--- config.mk ---
export PLATFORM = sky130hd
export DESIGN_NAME = tcsp_div
export DESIGN_NICKNAME = d
export VERILOG_FILES = /design/src/tcsp_pkg.sv /design/src/tcsp_div.sv
export SDC_FILE = /design/constraint.sdc
export NUM_CORES = 2
export LEC_CHECK = 0
export BUFFER_PORTS_ARGS = -buffer_cell sky130_fd_sc_hd__buf_2
export CAP_MARGIN = 20
export CELL_PAD_IN_SITES_DETAIL_PLACEMENT = 0
export CELL_PAD_IN_SITES_GLOBAL_PLACEMENT = 1
export CORE_AREA = 2 2 517 519
export DETAILED_ROUTE_END_ITERATION = 6
export DIE_AREA = 0 0 519 521
export PLACE_DENSITY_LB_ADDON = 0.1
export SYNTH_ARGS = -nofsm -noshare
export SYNTH_HDL_FRONTEND = slang
export SYNTH_MEMORY_MAX_BITS = 65536
export SYNTH_SLANG_ARGS = --single-unit
--- constraint.sdc ---
create_clock -name clk -period 6.1 [get_ports clk]
set_input_delay 0.305 -clock clk [delete_from_list [all_inputs] [get_ports clk]]
set_output_delay 0.305 -clock clk [all_outputs]
set_load 0.05 [all_outputs]
--- src/tcsp_pkg.sv ---
`default_nettype none
package tcsp_pkg;

  localparam int FRAC_BITS = 16;
  localparam int SQRT_STAGES = 32;
  localparam int DIV_STAGES = 31;

  localparam logic signed [63:0] MAX32 = 64'sd2147483647;
  localparam logic signed [63:0] MIN32 = -64'sd2147483648;
  localparam logic [61:0] MAX31 = 62'd2147483647;

  typedef enum logic [2:0] {
    CFG_TOP_LEVEL    = 3'd0,
    CFG_BOTTOM_LEVEL = 3'd1,
    CFG_TOP_RAD      = 3'd2,
    CFG_BOT_RAD      = 3'd3,
    CFG_ROUND_RADIUS = 3'd4,
    CFG_XZ_SCALE     = 3'd5,
    CFG_SCALE_Y      = 3'd6,
    CFG_EXCLUDE      = 3'd7
  } cfg_idx_t;

  typedef struct packed {
    logic signed [31:0] x;
    logic signed [31:0] y;
    logic signed [31:0] z;
    logic               zero;
  } side_t;

  function automatic logic [31:0] sat32(input logic signed [63:0] v);
    if (v > MAX32) begin
      return MAX32[31:0];
    end else if (v < MIN32) begin
      return MIN32[31:0];
    end
    return v[31:0];
  endfunction

  function automatic logic [30:0] sat31u(input logic [61:0] v);
    if (v > MAX31) begin
      return MAX31[30:0];
    end
    return v[30:0];
  endfunction

endpackage
`default_nettype wire

--- src/tcsp_div.sv ---
`default_nettype none
module tcsp_div (
  input  wire logic        clk,
  input  wire logic        en,
  input  wire logic [61:0] num,
  input  wire logic [31:0] den,
  output logic      [30:0] quo
);

  logic [31:0] rem_r [tcsp_pkg::DIV_STAGES];
  logic [61:0] num_r [tcsp_pkg::DIV_STAGES];
  logic [31:0] den_r [tcsp_pkg::DIV_STAGES];
  logic [30:0] quo_r [tcsp_pkg::DIV_STAGES];
  logic [31:0] rem_w [tcsp_pkg::DIV_STAGES+1];
  logic [61:0] num_w [tcsp_pkg::DIV_STAGES+1];
  logic [31:0] den_w [tcsp_pkg::DIV_STAGES+1];
  logic [30:0] quo_w [tcsp_pkg::DIV_STAGES+1];

  // quotient fits 31 bits, so the top part starts below the divisor
  assign rem_w[0] = {1'b0, num[61:31]};
  assign num_w[0] = num;
  assign den_w[0] = den;
  assign quo_w[0] = '0;

  for (genvar k = 0; k < tcsp_pkg::DIV_STAGES; k++) begin : g_stage
    localparam int B = tcsp_pkg::DIV_STAGES - 1 - k;
    logic [32:0] r2;
    logic [32:0] diff;
    logic        ge;

    assign r2   = {rem_w[k], num_w[k][B]};
    assign diff = r2 - {1'b0, den_w[k]};
    assign ge   = r2 >= {1'b0, den_w[k]};

    always_ff @(posedge clk) begin
      if (en) begin
        rem_r[k] <= ge ? diff[31:0] : r2[31:0];
        num_r[k] <= num_w[k];
        den_r[k] <= den_w[k];
        quo_r[k] <= {quo_w[k][29:0], ge};
      end
    end

    assign rem_w[k+1] = rem_r[k];
    assign num_w[k+1] = num_r[k];
    assign den_w[k+1] = den_r[k];
    assign quo_w[k+1] = quo_r[k];
  end

  assign quo = quo_w[tcsp_pkg::DIV_STAGES];

endmodule
`default_nettype wire

# After elaboration in Yosys (flattened, before gate mapping)
# Memory sizes are Yosys's and may differ from the RTL's.
# Index checks and enable logic that the tools add are counted.
word_totals:
  inputBits: 96
  n_memories: 4
  ram_bits: 4867
  rom_bits: 0
  register_bits: 0
  latch_bits: 0
mem_list:
  columns: ["memory", "words", "word_bits", "rd", "rd_clocked_by_memory_dff", "wr", "line_no", "text"]
  rows:
  - ["num_r", 31, 62, 30, 0, 31, "tcsp_div.sv:11", "logic [61:0] num_r [tcsp_pkg::DIV_STAGES];"]
  - ["den_r", 31, 32, 30, 0, 31, "tcsp_div.sv:12", "logic [31:0] den_r [tcsp_pkg::DIV_STAGES];"]
  - ["rem_r", 31, 32, 30, 0, 31, "tcsp_div.sv:10", "logic [31:0] rem_r [tcsp_pkg::DIV_STAGES];"]
  - ["quo_r", 31, 31, 31, 0, 31, "tcsp_div.sv:13", "logic [30:0] quo_r [tcsp_pkg::DIV_STAGES];"]
op_classes:
  bitwise_logic: 0
  div_mod_pow: 0
  mul: 0
  magnitude_cmp: 31
  n_reduce_logical: 0
  n_eq_ne: 0
  n_mux: 33
  addsub: 31
  n_shift: 0
op_table:
  columns: ["operator", "n"]
  rows:
  - ["$mux W32", 31]
  - ["$sub A32 B32 Y32", 31]
  - ["$ge A33 B32 Y1", 30]
  - ["$ge A32 B32 Y1", 1]
  - ["$mux W1", 2]

# Logic depth before layout (Yosys ltp)
# An unclocked memory read counts as a cell.
depth:
  word_depth: 3
  ltp_mapped: 16
  depth_no_buf: 14

# Worst setup path before layout
# No wires, ideal clock.
synth_path:
  path_type: "register -> register"
  startpoint: "mem den_r[11][1] (netlist: den_r[0][353])"
  endpoint: "mem rem_r[12][24] (netlist: rem_r[0][408]) (data pin)"
  path_slack_ns: 2.402
  required_ns: 5.838
  setup_ns: 0.262
  stages_incl_launch_ff: 15
  path_buffers: 1
  t_arrival_ns: 3.436
  path_cell_list: "edfxtp_1 > inv_1 > ha_1 > nor2b_1 > o31a_1 > o31ai_1 > a21oi_1 > a221oi_2 > o2111a_1 > nor2_1 > o21ai_1 > a21oi_1 > a2111oi_4 > buf_6 > mux2_1"
synth_rtl:
  columns: ["element", "line_no"]
  rows:
  - ["start: declaration", "tcsp_div.sv:12"]
  - ["end: declaration", "tcsp_div.sv:10"]

==> metrics.md <==
| Metric | Value |
|---|---|
| Status | finished, final reports clean |
| Clk_skew | 53.38 ps |
| H-tree Lvls | 5 |
| Post-CTS setup buffers | 0 |
| Largest net degree at the start of global routing | 199 |
| Post-synthesis instance total | 12360 |
| Yosys reg bits | 2881 |
| Setup ws final | 1208 ps |
| CTS Hold Bufs | 95 |
| Hold Crit Class | in2reg |
| Total track usage | 0.2567 |
| Die height | 521 um |
| Synth top area share | 0.5764 |
| Setup_tns | 0 ps |
| Fraction of synthesis flops using an asynchronous set or reset pin | 0 |
| Pre-CTS WS | 1363 ps |
| Antenna-violating nets left | 0 |
| Syn Nets | 13470 |
| Die area | 0.2704 mm^2 |
| DRC violations left | 0 |
| Pre-antenna DRT Iters | 7 |
| Slew Limit Headroom | 0.2405 |
| Routed WL | 354.0 mm |
| Total CTS buffers | 309 |
| Latest clock arrival within the worst-skew pair | 930 ps |
| Initial Utilization | 0.5677 |
| CP max FO | 22 |
| DP Wirelength | 265.2 mm |
| CTS tree | done |
| Vias in the first global route | 94020 |
| Library cells used by synthesis | 96 |
| Most frequent cells in the layout | 2881 x edfxtp_1, 1269 x inv_1, 992 x ha_1 |
| DR vias/cell | 5.820 |
| Synth Area per Inst | 12.15 um^2 |
| Share of cells above drive strength 1 | 0.09400 |
| Final number of max-transition violations | 0 |
| First-pass GRT wire length | 542.1 mm |
| Crit path capture type | flip-flop |
| Grt ovf | 0 |
| Min Hold Slack | 103.5 ps |
| Ys Warns | 0 |
| CTS sink count | 2881 |
| Core area | 0.2644 mm^2 |
| Top cells by area, synth | edfxtp_1 58%, ha_1 8.3%, mux2_2 3.4% |
| Post-synthesis sequential area ratio | 0.5764 |
| FP Rows | 189 |
| Final setup vio count | 0 |
| Cts repair resizes | 0 |
| Ports | 127 |
| Slew @ Worst Pin | 1111 ps |
| EDFF count, synth | 2881 |
| DRT iter0 DRCs | 7471 |
| Max clock buf depth | 4 |
| RSZ-0062 raised after global routing | no |
| Peak VDD IR | 367.0 uV |
| Critical path class | reg2reg |
| PortBufs | 126 |
| CP Launch Type | flip-flop |
| Pwr per Cell Area | 539.1 mW/mm^2 |
| Clock slew at reported path FFs | 60 ps |
| Worst EP arrival | 5530 ps |
| CTS Root Cell | clkbuf_16 |
| Initial antenna violation count | 12 |
| Synth Flop Type | edfxtp_1 |
| WL/cell | 21.53 um |
| WP data required | 6730 ps |
| Final Wtd Congestion | 0.9460 |
| Final Hold Viols | 0 |
| Area grow syn2layout | 10.49% |
| Max Cap Viol | 0 |
| Most common cell after layout, fill and taps aside | edfxtp_1 |
| Via count | 95710 |
| Yosys top cell by area | edfxtp_1 |
| Minimum clock period | 4892 ps |
| Period utilisation layout | 0.8019 |
| Static Leakage | 67.29 nW |
| Synth Cell Area | 0.1501 mm^2 |
| Layout Nets | 13780 |
| Max Clk Rate | 0.2044 GHz |
| Die X | 519 um |
## area by class of cell
cell class,count,area [um^2]
repair buffers,310,2572
flip-flops and latches,2881,86510
well taps,3533,4420
clock inverters,187,1939
inverters,1269,4763
diodes,8,20.02
fillers,20690,98540
multi-input cells,7889,57590
clock buffers,368,8018
## stage by stage
step                      area, um^2    util  std cells  power (mW)
final                         165800  0.6273      16450       89.40
after global routing          165800  0.6272      16440       95.10
after CTS                     165700  0.6269      16430       89.65
after detailed placement      154800  0.5857      15780       70.69
after global placement        154800  0.5856      15780       70.11
after floorplan               150100       -      12360       60.09
## cell families (layout without fill, tap and decap cells)
group / Yosys count / after routing / share of synthesized area
buffers and inverters: 1586 / 2134 / 0.04118
adder cells (fa/ha/maj): 1022 / 1022 / 0.08669
AO/OA/AOI/OAI: 3090 / 3090 / 0.1301
XOR/XNOR: 816 / 816 / 0.04762
multiplexers: 548 / 548 / 0.04072
AND/OR/NAND/NOR: 2413 / 2413 / 0.07732
other: 0 / 8 / 0
flip-flops: 2881 / 2881 / 0.5764
## report_power, final
| group | switching, mW | total [mW] | internal (mW) |
|---|---|---|---|
| Sequential | 3.34 | 32.0 | 28.7 |
| Clock | 7.87 | 18.5 | 10.6 |
| Combinational | 21.8 | 38.9 | 17.1 |
| Total | 33.0 | 89.4 | 56.4 |
## Yosys cell counts, types with 41 or more instances
cell	instances
a21o_1	578
nand4_1	150
a31oi_1	109
o21a_1	135
clkbuf_1	237
nor2_1	569
nand2_1	747
nor3_1	116
a211oi_1	64
mux2_2	449
mux2i_1	47
xor2_1	310
nand2b_1	123
o21bai_1	111
nand3_1	204
o31ai_1	65
nor4_1	41
inv_1	1269
mux2_1	52
ha_1	992
a21boi_0	42
a21oi_1	911
o21ai_0	710
xnor2_1	506
and3_1	108
nor2b_1	147
edfxtp_1	2881
and2_1	45
o211ai_1	45
buf_4	41
## worst max-delay path, stage by stage (launching register included)
cell	delay [ps]
edfxtp_1	410
ha_1	400
a2111oi_0	670
a211oi_1	130
o31ai_1	150
a21oi_1	230
a221oi_2	530
o2111a_1	320
nor2_1	80
a21oi_1	170
o21ai_1	120
a41oi_4	730
buf_4	300
mux2_2	350
## flip-flops by register name, summed over array words and instances (netlist names)
signal	flops
rem_r	960
den_r	960
quo_r	496
num_r	465
## path summary, 6_finish.rpt
kind / startpoint / slack (ps) / cells after the start / endpoint
worst min register to register: num_r[0][62]$_DFFE_PP_ / 400 / 0 / num_r[0][124]$_DFFE_PP_
worst min-delay path: num[28] / 100 / 2 / num_r[0][28]$_DFFE_PP_
worst max-delay path: rem_r[0][293]$_DFFE_PP_ / 1210 / 13 / rem_r[0][322]$_DFFE_PP_
worst max register to register: rem_r[0][293]$_DFFE_PP_ / 1210 / 13 / rem_r[0][322]$_DFFE_PP_
## layer usage
layer  part of all wire  global-route usage  vias up
met5           0.000034                   0        -
met4              0.034             0.08286        2
met3              0.042             0.02792      611
met2               0.50              0.4533     2204
met1               0.42              0.3312    46770
li1                   -                   -    46120
Note: power is estimated with default switching activity, not from simulation.
