File: src/tcsp_pkg.sv
`default_nettype none
package tcsp_pkg;

  localparam int FRAC_BITS = 16;
  localparam int SQRT_STAGES = 32;
  localparam int DIV_STAGES = 31;

  localparam logic signed [63:0] MAX32 = 64'sd2147483647;
  localparam logic signed [63:0] MIN32 = -64'sd2147483648;
  localparam logic [61:0] MAX31 = 62'd2147483647;

  typedef enum logic [2:0] {
    CFG_TOP_LEVEL    = 3'd0,
    CFG_BOTTOM_LEVEL = 3'd1,
    CFG_TOP_RAD      = 3'd2,
    CFG_BOT_RAD      = 3'd3,
    CFG_ROUND_RADIUS = 3'd4,
    CFG_XZ_SCALE     = 3'd5,
    CFG_SCALE_Y      = 3'd6,
    CFG_EXCLUDE      = 3'd7
  } cfg_idx_t;

  typedef struct packed {
    logic signed [31:0] x;
    logic signed [31:0] y;
    logic signed [31:0] z;
    logic               zero;
  } side_t;

  function automatic logic [31:0] sat32(input logic signed [63:0] v);
    if (v > MAX32) begin
      return MAX32[31:0];
    end else if (v < MIN32) begin
      return MIN32[31:0];
    end
    return v[31:0];
  endfunction

  function automatic logic [30:0] sat31u(input logic [61:0] v);
    if (v > MAX31) begin
      return MAX31[30:0];
    end
    return v[30:0];
  endfunction

endpackage
`default_nettype wire

File: src/tcsp_isqrt.sv
`default_nettype none
module tcsp_isqrt (
  input  wire logic        clk,
  input  wire logic        en,
  input  wire logic [63:0] rad,
  output logic      [31:0] root
);

  logic [63:0] rem_r  [tcsp_pkg::SQRT_STAGES];
  logic [31:0] root_r [tcsp_pkg::SQRT_STAGES];
  logic [63:0] rem_w  [tcsp_pkg::SQRT_STAGES+1];
  logic [31:0] root_w [tcsp_pkg::SQRT_STAGES+1];

  assign rem_w[0]  = rad;
  assign root_w[0] = '0;

  for (genvar k = 0; k < tcsp_pkg::SQRT_STAGES; k++) begin : g_stage
    localparam int B = tcsp_pkg::SQRT_STAGES - 1 - k;
    logic [65:0] trial;
    logic        ge;
    logic [63:0] rem_nxt;
    logic [31:0] root_nxt;

    assign trial    = ({34'd0, root_w[k]} << (B + 1)) | (66'd1 << (2 * B));
    assign ge       = {2'b00, rem_w[k]} >= trial;
    assign rem_nxt  = ge ? rem_w[k] - trial[63:0] : rem_w[k];
    assign root_nxt = ge ? (root_w[k] | (32'd1 << B)) : root_w[k];

    always_ff @(posedge clk) begin
      if (en) begin
        rem_r[k]  <= rem_nxt;
        root_r[k] <= root_nxt;
      end
    end

    assign rem_w[k+1]  = rem_r[k];
    assign root_w[k+1] = root_r[k];
  end

  assign root = root_w[tcsp_pkg::SQRT_STAGES];

endmodule
`default_nettype wire

File: config.mk
export PLATFORM = sky130hd
export DESIGN_NAME = tcsp_isqrt
export DESIGN_NICKNAME = d
export VERILOG_FILES = /design/src/tcsp_pkg.sv /design/src/tcsp_isqrt.sv
export SDC_FILE = /design/constraint.sdc
export NUM_CORES = 2
export LEC_CHECK = 0
export BUFFER_PORTS_ARGS = -buffer_cell sky130_fd_sc_hd__buf_4
export CORE_ASPECT_RATIO = 0.5
export CORE_UTILIZATION = 49
export CTS_BUF_LIST = sky130_fd_sc_hd__clkbuf_4 sky130_fd_sc_hd__clkbuf_8
export DETAILED_ROUTE_END_ITERATION = 12
export PLACE_DENSITY = 0.67
export SYNTH_ARGS = -nofsm -noshare
export SYNTH_HDL_FRONTEND = slang
export SYNTH_SLANG_ARGS = --single-unit
export TNS_END_PERCENT = 30
File: constraint.sdc
create_clock -name clk -period 3.2 [get_ports clk]
set_clock_uncertainty 0.05 [all_clocks]
set_input_delay 0.32 -clock clk [delete_from_list [all_inputs] [get_ports clk]]
set_output_delay 0.32 -clock clk [all_outputs]
set_load 0.02 [all_outputs]
=== Word-level counts from Yosys, hierarchy flattened ===
Memory sizes are Yosys's and may differ from the RTL's.
Cells that the tools add are included.

* Bits in registers: 0
* Latch bits: 0
* Bits in writable memories: 3,072
* Memory bits (read-only): 0
* Input bits: 66
* Output and inout port bits: 32
* Word-level logic and storage cells: 132
* Memories: 2

{| class="wikitable"
|+ Memories
! name !! depth !! width !! rd ports !! clocked after Yosys merged registers in !! wr ports !! RTL line !! source
|-
| rem_r || 32 || 64 || 31 || 0 || 32 || tcsp_isqrt.sv:9 || <nowiki>logic [63:0] rem_r [tcsp_pkg::SQRT_STAGES];</nowiki>
|-
| root_r || 32 || 32 || 32 || 0 || 32 || tcsp_isqrt.sv:10 || <nowiki>logic [31:0] root_r [tcsp_pkg::SQRT_STAGES];</nowiki>
|}

* $add $sub $neg: 32
* Multipliers: 0
* Divide/modulo/power cells: 0
* Magnitude comparators: 32
* Equality and inequality tests: 0
* Shifts and indexed selects: 0
* Muxes and demuxes: 66
* Bitwise logic cells: 0
* Reduce and logical (&&, ||, !) cells: 0

{| class="wikitable"
|+ Operator list
! operator !! number
|-
| $mux W64 || 32
|-
| $ge A64 B33 Y1 || 1
|-
| $ge A64 B34 Y1 || 1
|-
| $ge A64 B35 Y1 || 1
|-
| $ge A64 B36 Y1 || 1
|-
| $ge A64 B37 Y1 || 1
|-
| $ge A64 B38 Y1 || 1
|-
| $ge A64 B39 Y1 || 1
|-
| $ge A64 B40 Y1 || 1
|-
| $ge A64 B41 Y1 || 1
|-
| $ge A64 B42 Y1 || 1
|-
| $ge A64 B43 Y1 || 1
|-
| $ge A64 B44 Y1 || 1
|-
| $ge A64 B45 Y1 || 1
|-
| $ge A64 B46 Y1 || 1
|-
| $ge A64 B47 Y1 || 1
|-
| $ge A64 B48 Y1 || 1
|-
| $ge A64 B49 Y1 || 1
|-
| $ge A64 B50 Y1 || 1
|-
| $ge A64 B51 Y1 || 1
|-
| $ge A64 B52 Y1 || 1
|-
| $ge A64 B53 Y1 || 1
|-
| $ge A64 B54 Y1 || 1
|-
| $ge A64 B55 Y1 || 1
|-
| 73 further kinds || 75
|}

=== Longest topological paths before layout ===
An unclocked memory read counts as a cell.

* Depth in word-level cells: 3
* Depth in mapped cells: 16
* Depth with buffers taken out: 13

=== Least setup slack after synthesis ===
Ideal clock, no wire load.

* Kind: register to register
* From: mem rem_r[25][21] (netlist: rem_r[6][85])
* To: mem rem_r[26][62] (netlist: rem_r[6][190]), data pin
* Setup time: 0.273 ns
* Arrival time: 3.218 ns
* Required time: 2.877 ns
* Slack: -0.341 ns
* Stages on the path, launching flop included: 12
* Buffers on the path: 0
* Clock period less this slack: 3.541 ns
* Cells stage by stage: edfxtp_1 > ha_1 > a21o_1 > a21o_1 > a21oi_1 > o311ai_2 > or4_1 > a311oi_1 > nor3_1 > or3_1 > nor4b_1 > xor2_1

{| class="wikitable"
|+ RTL lines
! item !! RTL line
|-
| start: declaration || tcsp_isqrt.sv:9
|}

==> qor.csv <==
metric;value;unit
largest family of logic cells by synthesized area;simple AND/OR/NAND/NOR gates;
Worst Path Max Fanout;6;
RD Place Congestion;0.911;
drt total wl;261;mm
adder-cell share of the synthesized area;5.83;%
cell mode on critical path;or3_4;
Req. time, crit path;3.84;ns
largest net degree at the start of global routing;133;
LEAKAGE;60.1;nW
core outline area;241000;um2
total die area;247000;um2
unrepaired setup endpoints after global routing;yes;
cell taking the most area after synthesis;edfxtp_1;
Fillers;17900;
post-synth net total;10100;
clock buffer depth;4;
initial antenna violation count;4;
post-synthesis sequential area ratio;63.0;%
first drt pass iteration count;5;
Synth cell types;99;
Seq cells post-synth;2512;
Synth Area in XOR/XNOR;6.43;%
top post-synthesis cells by area;edfxtp_1 63%, ha_1 5.8%, xnor2_1 3.3%, xor2_1 3.1%, a21oi_1 2.7%;
Tot Pwr;96.8;mW
area share of the largest cell type after synthesis;63.0;%
worst vdd ir;435;uV
slowest CP cell;or4_4;
fmax;282;MHz
Final Net Count;12400;
delay of the slowest cell on the worst path;0.43;ns
Final Hold Vio Count;0;
wire length per cell;17.1;um
# IOs;98;
Top delay family on crit path;simple AND/OR/NAND/NOR gates;
H-tree level count;5;
Final ANT Viol Nets;0;
most common cell in the netlist;edfxtp_1;
std cell rows;127;
top cells by count, synth;2,512 x edfxtp_1, 674 x inv_1, 654 x nor2_1;
cells after synthesis;9442;
post-synthesis mux area share;0.944;%
Cell Pwr Density;637;nW/um2
CTS root buf;clkbuf_8;
Detail Placement HPWL;185;mm
Worst Tran Pin Value;0.908;ns
Skew-Pair Late Insertion Delay;1.03;ns
simple-gate share of the synthesized area;11.9;%
Initial Util;49.6;%
Final period util;111;%
Async SR Flop Fraction;0;%
setup slack after layout;-0.342;ns
synthesized area;120000;um2
failing checks;setup timing;
number of global-route vias before repair;83500;
final core utilization;62.9;%
final setup vio count;418;
Min Hold Slack;0.201;ns
clock-pin slew on the worst setup and hold paths;0.07;ns
CTS buffer count;358;
Yosys Warn Count;0;
critical setup path kind;flip-flop to flip-flop;
grt ovf;0;
Die H;352;um
# DRC;0;
crit path time final;3.54;ns
via count;80200;
sum of buffers and inverters on the critical path;1;
vias per cell;5.25;
TritonCTS clock tree;built;
Worst setup EP type;flip-flop;
CP cell instances;or3_4 -> or4_4 -> or4_4 -> or3_4 -> or3_4 -> a211oi_4 -> nand2_2 -> nand4_1 -> buf_6 -> nor4_2 -> xor2_1;
Worst Hold Class;input pin to flip-flop;
first-pass GRT wire length;408;mm
Synth Area in Compound Gates;9.19;%
number of synthesized flops with an enable pin;2512;
CTS sink cnt;2512;
die width;701;um
Layout area overhead;26.8;%
Crit path arrival time;4.18;ns
outcome;complete, but fails checks;
number of buffers added on ports;97;
proportion of layout cells with a drive suffix above 1;27.7;%
Startpoint Class;flip-flop;
max-cap violations;0;
drt initial violations;3970;
fin. max-slew vios;0;
Avg Inst Size Synth;12.7;um2
Slew Limit Headroom;38.7;%
total track usage;20.5;%
Synth Flop Type;edfxtp_1;
==> area by class of cell <==
class / instances / area [um2] / share of cell area (%)
clock inverter: 174 / 1010 / 0.662
timing repair inverter: 1 / 8.76 / 0.00577
tap: 3225 / 4040 / 2.66
clock buffer: 456 / 5710 / 3.76
timing repair buffer: 2165 / 17500 / 11.6
antenna: 5 / 12.5 / 0.00824
sequential: 2512 / 75400 / 49.7
multi-input combinational: 6075 / 45600 / 30.0
inverter: 678 / 2570 / 1.69
==> power by group <==
| part | leakage [nW] | internal, mW | switching, mW | total [mW] |
|---|---|---|---|---|
| clock | 3.54 | 12.3 | 12.3 | 24.5 |
| sequential | 24.2 | 41.8 | 2.60 | 44.4 |
| combinational | 32.4 | 13.7 | 14.1 | 27.8 |
==> cell families (layout without fill, tap and decap cells) <==
logic type	Yosys count	in the layout
AOI/OAI and AO/OA	1784	1785
and+or+nand+nor	2751	2751
DFF	2512	2512
buffers and inverters	856	3474
muxes	101	101
xor gates and xnor gates	880	880
adders and majority gates	558	558
other	0	5
==> flip-flops by register name (all words and copies together), names as in the netlist <==
name / cells
root_r: 528
rem_r: 1984
==> cell usage in the layout (no fill, tap or decap), drive strengths merged, types with 29 or more instances in the layout <==
master	netlist	final
or2	45	45
nand3	141	141
a21oi	643	643
nor3	289	289
buf	39	2028
nand4	147	147
o21a	91	91
a21o	231	231
o31ai	31	31
o21bai	53	53
nand3b	29	29
nor2	654	654
nor4	347	347
a211oi	45	45
xor2	424	424
or3	106	106
or4	70	70
a31oi	45	45
inv	678	686
nand2	537	537
edfxtp	2512	2512
and3	43	43
mux2	90	90
clkinv	0	151
o211ai	38	38
clkbuf	139	462
dlygate4sd3	0	129
ha	558	558
nand2b	112	112
xnor2	456	456
nor2b	80	80
nor4b	39	39
o21ai	411	412
==> metal layers <==
layer / vias up / share of wire, % / global-route usage [%]
met1: 37700 / 37 / 20.6
li1: 40200 / - / -
met4: 6 / 6.3 / 12.0
met3: 790 / 3.1 / 2.92
met2: 1503 / 54 / 40.2
met5: - / 0.013 / 0
==> what timing repair did <==
action                                  CTS  global route
pin swaps                               143           183
hold buffers                            129             0
gates cloned                              7            10
setup buffers                            91            90
resized for setup                       424           465
hold endpoints to repair                487             0
endpoints found under the setup margin  682           791
==> worst reg2reg max path, stage by stage, from the launching register on <==
cell	delay, ns
edfxtp_1	0.38
or3_4	0.40
or4_4	0.42
or4_4	0.43
or3_4	0.34
or3_4	0.35
a211oi_4	0.19
nand2_2	0.16
nand4_1	0.16
buf_6	0.16
nor4_2	0.05
xor2_1	0.14
==> final timing paths <==
path | startpoint | end | slack [ns] | cells past startpoint
max | rem_r[4][244]$_DFFE_PP_ | rem_r[5][58]$_DFFE_PP_ | -0.34 | 11
min | rad[62] | rem_r[0][62]$_DFFE_PP_ | 0.20 | 4
max reg2reg | rem_r[4][244]$_DFFE_PP_ | rem_r[5][58]$_DFFE_PP_ | -0.34 | 11
min reg2reg | root_r[12][51]$_DFFE_PP_ | root_r[13][19]$_DFFE_PP_ | 0.38 | 0
==> metrics by stage <==
step	setup slack, ns	cells	area, um2	setup TNS [ns]
after global routing	-0.427	15300	152000	-108.17
after floorplan	-0.240	9442	120000	-19.57
final	-0.342	15300	152000	-51.30
after global placement	-0.804	14400	138000	-120.76
after CTS	-0.342	15200	149000	-56.86
after detailed placement	-0.806	14400	138000	-146.24
No activity file was read; power rests on OpenSTA's default activity.
